`config.mk`:
```
export PLATFORM = sky130hd
export DESIGN_NAME = svdp_mac
export DESIGN_NICKNAME = d
export VERILOG_FILES = /design/src/rtl/svdp_pkg.sv /design/src/rtl/svdp_mac.sv
export SDC_FILE = /design/constraint.sdc
export NUM_CORES = 2
export LEC_CHECK = 0
export ABC_AREA = 1
export ABC_CLOCK_PERIOD_IN_PS = 3490
export BUFFER_PORTS_ARGS = -buffer_cell sky130_fd_sc_hd__clkbuf_2
export CAP_MARGIN = 30
export CORE_ASPECT_RATIO = 0.8
export CORE_MARGIN = 1
export CORE_UTILIZATION = 45
export CTS_CLUSTER_DIAMETER = 60
export DETAILED_ROUTE_END_ITERATION = 10
export PLACE_DENSITY = 0.71
export SYNTH_ARGS = -nofsm -noshare
export SYNTH_HDL_FRONTEND = slang
export SYNTH_SLANG_ARGS = --single-unit
```
`constraint.sdc`:
```
create_clock -name clk -period 3.49 [get_ports clk]
set_input_delay 0.1745 -clock clk [delete_from_list [all_inputs] [get_ports clk]]
set_output_delay 0.1745 -clock clk [all_outputs]
set_load 0.1 [all_outputs]
```
`src/rtl/svdp_pkg.sv`:
```
`timescale 1ns / 1ps

package svdp_pkg;

    localparam int DEPTH_DEF    = 256;
    localparam int DIM_BITS_DEF = 20;

    // request codes
    localparam logic [1:0] FUNC_LOAD_A = 2'd0;
    localparam logic [1:0] FUNC_LOAD_B = 2'd1;
    localparam logic [1:0] FUNC_DOT    = 2'd2;
    localparam logic [1:0] FUNC_NONE   = 2'd3;

    // status codes
    localparam logic [1:0] STAT_OK    = 2'd0;
    localparam logic [1:0] STAT_ZERO  = 2'd1;
    localparam logic [1:0] STAT_FULL  = 2'd2;
    localparam logic [1:0] STAT_ORDER = 2'd3;

    typedef struct packed {
        logic [1:0]         func;
        logic [19:0]        dim_index;
        logic signed [31:0] weight;
    } svdp_req_t;

    typedef struct packed {
        logic [1:0]         status;
        logic signed [63:0] dot_sum;
        logic               sum_valid;
    } svdp_rsp_t;

    typedef struct packed {
        logic push;
        logic clear;
    } svdp_store_ctl_t;

    typedef struct packed {
        logic clear;
        logic valid;
    } svdp_mac_ctl_t;

endpackage

```
`src/rtl/svdp_mac.sv`:
```
`timescale 1ns / 1ps

module svdp_mac
    import svdp_pkg::*;
(
    input  logic               clk,
    input  logic               rst_n,
    input  svdp_mac_ctl_t      ctl,
    input  logic signed [31:0] a,
    input  logic signed [31:0] b,
    output logic               pending,
    output logic signed [63:0] acc
);

    logic               prod_valid_reg;
    logic signed [63:0] prod_reg;
    logic signed [63:0] acc_reg;
    logic signed [64:0] sum_wide;
    logic signed [63:0] acc_next;

    // saturating add: overflow when the two top bits of the wide sum differ
    always_comb
    begin
        sum_wide = {acc_reg[63], acc_reg} + {prod_reg[63], prod_reg};
        if (sum_wide[64] != sum_wide[63])
        begin
            acc_next = sum_wide[64] ? {1'b1, 63'd0} : {1'b0, {63{1'b1}}};
        end
        else
        begin
            acc_next = sum_wide[63:0];
        end
    end

    always_ff @(posedge clk or negedge rst_n)
    begin
        if (!rst_n)
        begin
            prod_valid_reg <= 1'b0;
            acc_reg        <= '0;
        end
        else
        begin
            prod_valid_reg <= ctl.valid && !ctl.clear;
            if (ctl.clear)
            begin
                acc_reg <= '0;
            end
            else if (prod_valid_reg)
            begin
                acc_reg <= acc_next;
            end
        end
    end

    always_ff @(posedge clk)
    begin
        prod_reg <= a * b;
    end

    assign pending = prod_valid_reg;
    assign acc     = acc_reg;

endmodule

```
* Yosys cells after proc, flatten, opt, wreduce, memory -nomap -nowiden
Index checks and enable logic that the tools add are counted.
** Storage, ports and cells
- Word-level logic and storage cells :: 13
- Output and inout port bits :: 65
- Register bits after elaboration :: 129
** Cells by class
- $mul :: 1
- Eq/ne operators :: 1
- Reductions and logical operators :: 3
- Mux-type cells :: 4
- $add $sub $neg :: 1
** Operators by type and width (count)
- two-way mux 64 bit :: 4
- adder 64 x 64 -> 65 bit :: 1
- multiplier 32 x 32 -> 64 bit :: 1
- nonzero test 2 bit :: 1
- logical AND 1 bit :: 1
- logical NOT 1 bit :: 1
- != test 1 bit :: 1

* Longest topological paths before layout
- Depth in word-level cells :: 5
- Mapped depth :: 31
- Depth with buffers taken out :: 30

* Worst setup path after synthesis
No wires, ideal clock.
- Path kind :: input port to flip-flop
- From :: in a[31]
- To :: reg prod_reg[59]
- Path slack :: -3.441 ns
- Arrival time :: 6.811 ns
- Data required time :: 3.370 ns
- Cell stages on the path :: 24
- Cells stage by stage :: clkbuf_1 -> nand2_1 -> inv_1 -> fa_1 -> inv_1 -> fa_1 -> inv_1 -> fa_1 -> fa_1 -> inv_1 -> fa_1 -> inv_1 -> fa_1 -> inv_1 -> fa_1 -> inv_1 -> fa_1 -> ha_1 -> a21o_1 -> a21oi_1 -> o21ai_0 -> a221oi_1 -> nand3_1 -> xor2_1
** On the way
- Longest elaborated chain between the ends :: 1
** RTL lines
- from (decl) :: line svdp_mac.sv:9 : input logic signed [31:0] a,
- multiplier 32 x 32 -> 64 bit :: line svdp_mac.sv:58 : prod_reg <= a * b;
- to (signal assigned) :: line svdp_mac.sv:58
- to (decl) :: line svdp_mac.sv:16 : logic signed [63:0] prod_reg;
Every way passes these cells.
A chain may end at the register's enable or synchronous reset.

* Worst setup path in the final report
- From :: in a[31]
- To :: reg prod_reg[57]
Same word-level chain as after synthesis.

==> qor.txt <==
Status -> complete, but fails checks
Violated checks -> negative setup slack
Overflow after GRT -> 0
Layout area overhead -> 26.7%
Starting DRT DRC Count -> 3447
Max Root-Sink Buffers -> 2
Die Y -> 291 um
Avg Inst Size Synth -> 7.61 um^2
Skew final -> 0.0134 ns
Setup ws final -> -2.88 ns
Post-synthesis sequential area ratio -> 6.17%
#FFs+latches synth -> 129
Mapped Cells -> 6192
Post-synth top flop -> dfrtp_1
Post-DRT Antenna Nets -> 0
Initial antenna violation count -> 3
Maxcap violations -> 0
CP max-delay cell -> fa_2
Post-synth EDFFs -> 0
Final Hold Vio Count -> 0
Full die area -> 0.106 mm^2
Via density -> 5.03
RSZ-0062 raised after global routing -> yes
Netlist cell types -> 44
Max Fclk -> 157 MHz
Vias in the first global route -> 43600
Ys async rst share -> 50.4%
TritonRoute pass-1 iters -> 6
Core ar. -> 0.103 mm^2
Most common cell on crit path -> fa_1
Hold crit path type -> in -> reg
Placed cells -> 8064
Number of buffers added on ports -> 132
Fin nets -> 8199
CP endpoint kind -> register
Worst-skew pair later-pin latency -> 0.46 ns
Avg WL per Cell -> 18.2 um
CTS sink cnt -> 129
WS Path Type -> in -> reg
Row count -> 105
Share of cells above drive strength 1 -> 21.5%
Slew margin rel. -> 49.2%
Non-filler cells, final -> 8207
Worst path required time -> 3.84 ns
Overall Global Routing Usage -> 28.4%
DP HPWL -> 123000 um
Critical path's top delay family -> adder cells
Crit start category -> input pin
Worst Path Arrival -> 6.71 ns
Final WL -> 150000 um
Pins Over Slew Limit -> 0
First-pass GRT wire length -> 235000 um
Mapped Nets -> 7591
CTS clk-pin slew, worst paths -> 0.06 ns
Largest net degree at the start of global routing -> 65
Syn. warnings -> 0
Final worst path period need -> 6.37 ns
IO Count -> 133
CP Max Fanout -> 6
Largest stage delay, worst path -> 0.66 ns
Initial Util -> 45.7%
Num CTS Buffers -> 17
Die Width -> 364 um
Final period util -> 182%
Clock tree from TritonCTS -> yes
Tightest Pin Transition -> 0.763 ns
Clock root buffer -> clkbuf_16
H-tree levels -> 4
Cell Area, Synth -> 0.0471 mm^2
Placer Congestion -> 0.996
# DRC -> 0
Routed vias -> 41300
Critical path buffers and inverters -> 10
Final setup fails -> 57
==> per-layer routing <==
layer,vias to the layer above,global-route usage (%),wire [um]
met3,284,3.84,12700
met4,2,6.63,4290
li1,18700,-,-
met5,-,0,12
met2,1657,47.1,69800
met1,20600,39.3,62700
==> worst register-to-register path: cells and delay by family, from the launching register on <==
family                   cells  cell delay, ns
AO/OA/AOI/OAI                2            0.68
adder cells (fa/ha/maj)      1            0.37
buffers and inverters        3            0.35
flip-flops                   1            0.42
AND/OR/NAND/NOR             10            1.32
==> stage by stage <==
stage	TNS [ns]	setup slack (ns)	utilization [%]	cell area, um^2	hold WS (ns)
2_1_floorplan	-129.32	-3.17	-	48900	-0.121
3_3_place_gp	-179.43	-3.76	53.3	55000	0.284
3_5_place_dp	-182.47	-3.75	53.3	55000	0.283
4_1_cts	-137.26	-2.86	56.3	58100	0.117
5_1_grt	-151.29	-3.09	57.9	59700	0.154
6_report	-141.81	-2.88	57.9	59700	0.125
==> path summary, 6_finish.rpt <==
kind                            slack [ns]                    to                 from  depth (start not counted)
worst max-delay path                 -2.88  prod_reg[57]$_DFF_P_                a[31]                         28
worst min-delay path                  0.12   acc[63]$_DFFE_PN0P_               ctl[1]                          3
worst max register to register        0.26   acc[20]$_DFFE_PN0P_  acc[21]$_DFFE_PN0P_                         16
worst min register to register        0.54   acc[10]$_DFFE_PN0P_  acc[10]$_DFFE_PN0P_                          2
max in group asynchronous             2.19   acc[58]$_DFFE_PN0P_                rst_n                          3
min in group asynchronous             0.33   acc[13]$_DFFE_PN0P_                rst_n                          2
==> cells in the final DEF (no fill, tap or decap), drive strengths merged, types with 9 or more instances in the layout <==
master | synthesis | final
nor4 | 9 | 9
nand4 | 21 | 21
clkbuf | 198 | 148
nand3b | 17 | 17
o21bai | 31 | 31
fa | 1083 | 1083
buf | 19 | 671
xor2 | 45 | 45
nand2 | 1818 | 1818
a21oi | 142 | 142
nand3 | 150 | 150
dfxtp | 64 | 64
nor2 | 265 | 265
ha | 248 | 248
a31oi | 17 | 17
xnor2 | 61 | 61
or2 | 11 | 11
inv | 1798 | 1798
a21o | 16 | 16
nor3 | 25 | 25
dfrtp | 65 | 65
o21ai | 62 | 62
==> logic make-up after synthesis <==
family | Yosys count | share of synthesized area [%]
AO/OA/AOI/OAI | 288 | 3.53
AND/OR/NAND/NOR | 2323 | 19.5
adder cells (fa/ha/maj) | 1331 | 52.6
XOR/XNOR | 106 | 1.97
buffers and inverters | 2015 | 16.2
flip-flops | 129 | 6.17
==> cells in the mapped netlist, types with 2 or more instances <==
| cell type | instances | area [um^2] |
|---|---|---|
| o211ai_1 | 3 | 22.5 |
| or2_2 | 11 | 68.8 |
| o21ai_0 | 61 | 305 |
| and3_1 | 5 | 31.3 |
| buf_2 | 6 | 30.0 |
| inv_2 | 2 | 7.51 |
| nor3_2 | 4 | 40.0 |
| nor4_1 | 9 | 56.3 |
| nor2_2 | 4 | 25.0 |
| inv_1 | 1796 | 6740 |
| buf_6 | 6 | 67.6 |
| a21boi_0 | 5 | 37.5 |
| o21bai_1 | 31 | 233 |
| a211oi_1 | 3 | 22.5 |
| ha_1 | 248 | 3100 |
| dfrtp_1 | 65 | 1630 |
| xnor2_1 | 61 | 534 |
| buf_4 | 6 | 45.0 |
| a21oi_2 | 3 | 26.3 |
| nand2_2 | 14 | 87.6 |
| a21o_1 | 16 | 120 |
| a221oi_1 | 2 | 17.5 |
| fa_1 | 1083 | 21700 |
| a21oi_1 | 138 | 691 |
| nand2_1 | 1804 | 6770 |
| nand4_1 | 21 | 131 |
| nand3b_1 | 17 | 128 |
| nor2_1 | 261 | 980 |
| nor3_1 | 21 | 105 |
| dfxtp_1 | 64 | 1280 |
| o21a_1 | 3 | 22.5 |
| a31oi_1 | 17 | 106 |
| xor2_1 | 45 | 394 |
| clkbuf_1 | 198 | 743 |
| o211a_1 | 2 | 20.0 |
| nand3_1 | 149 | 746 |
==> timing repair <==
action,CTS,global route
endpoints found under the hold margin,33,0
gates cloned,7,9
gates resized for setup,481,314
setup endpoints to repair,58,58
setup buffers,47,47
pin swaps,234,196
hold buffers,3,0
==> cell type report <==
class	count	area (um^2)
antenna	3	7.51
clock buffer	18	439
clock inverter	14	211
fill	8811	43400
inverter	1798	6790
multi-input combinational	4048	39700
sequential	129	2910
tap	1391	1740
timing repair buffer	806	7940
Power is not shown: default switching activity piles up to over one toggle a cycle in this logic, so the estimate is an artifact.
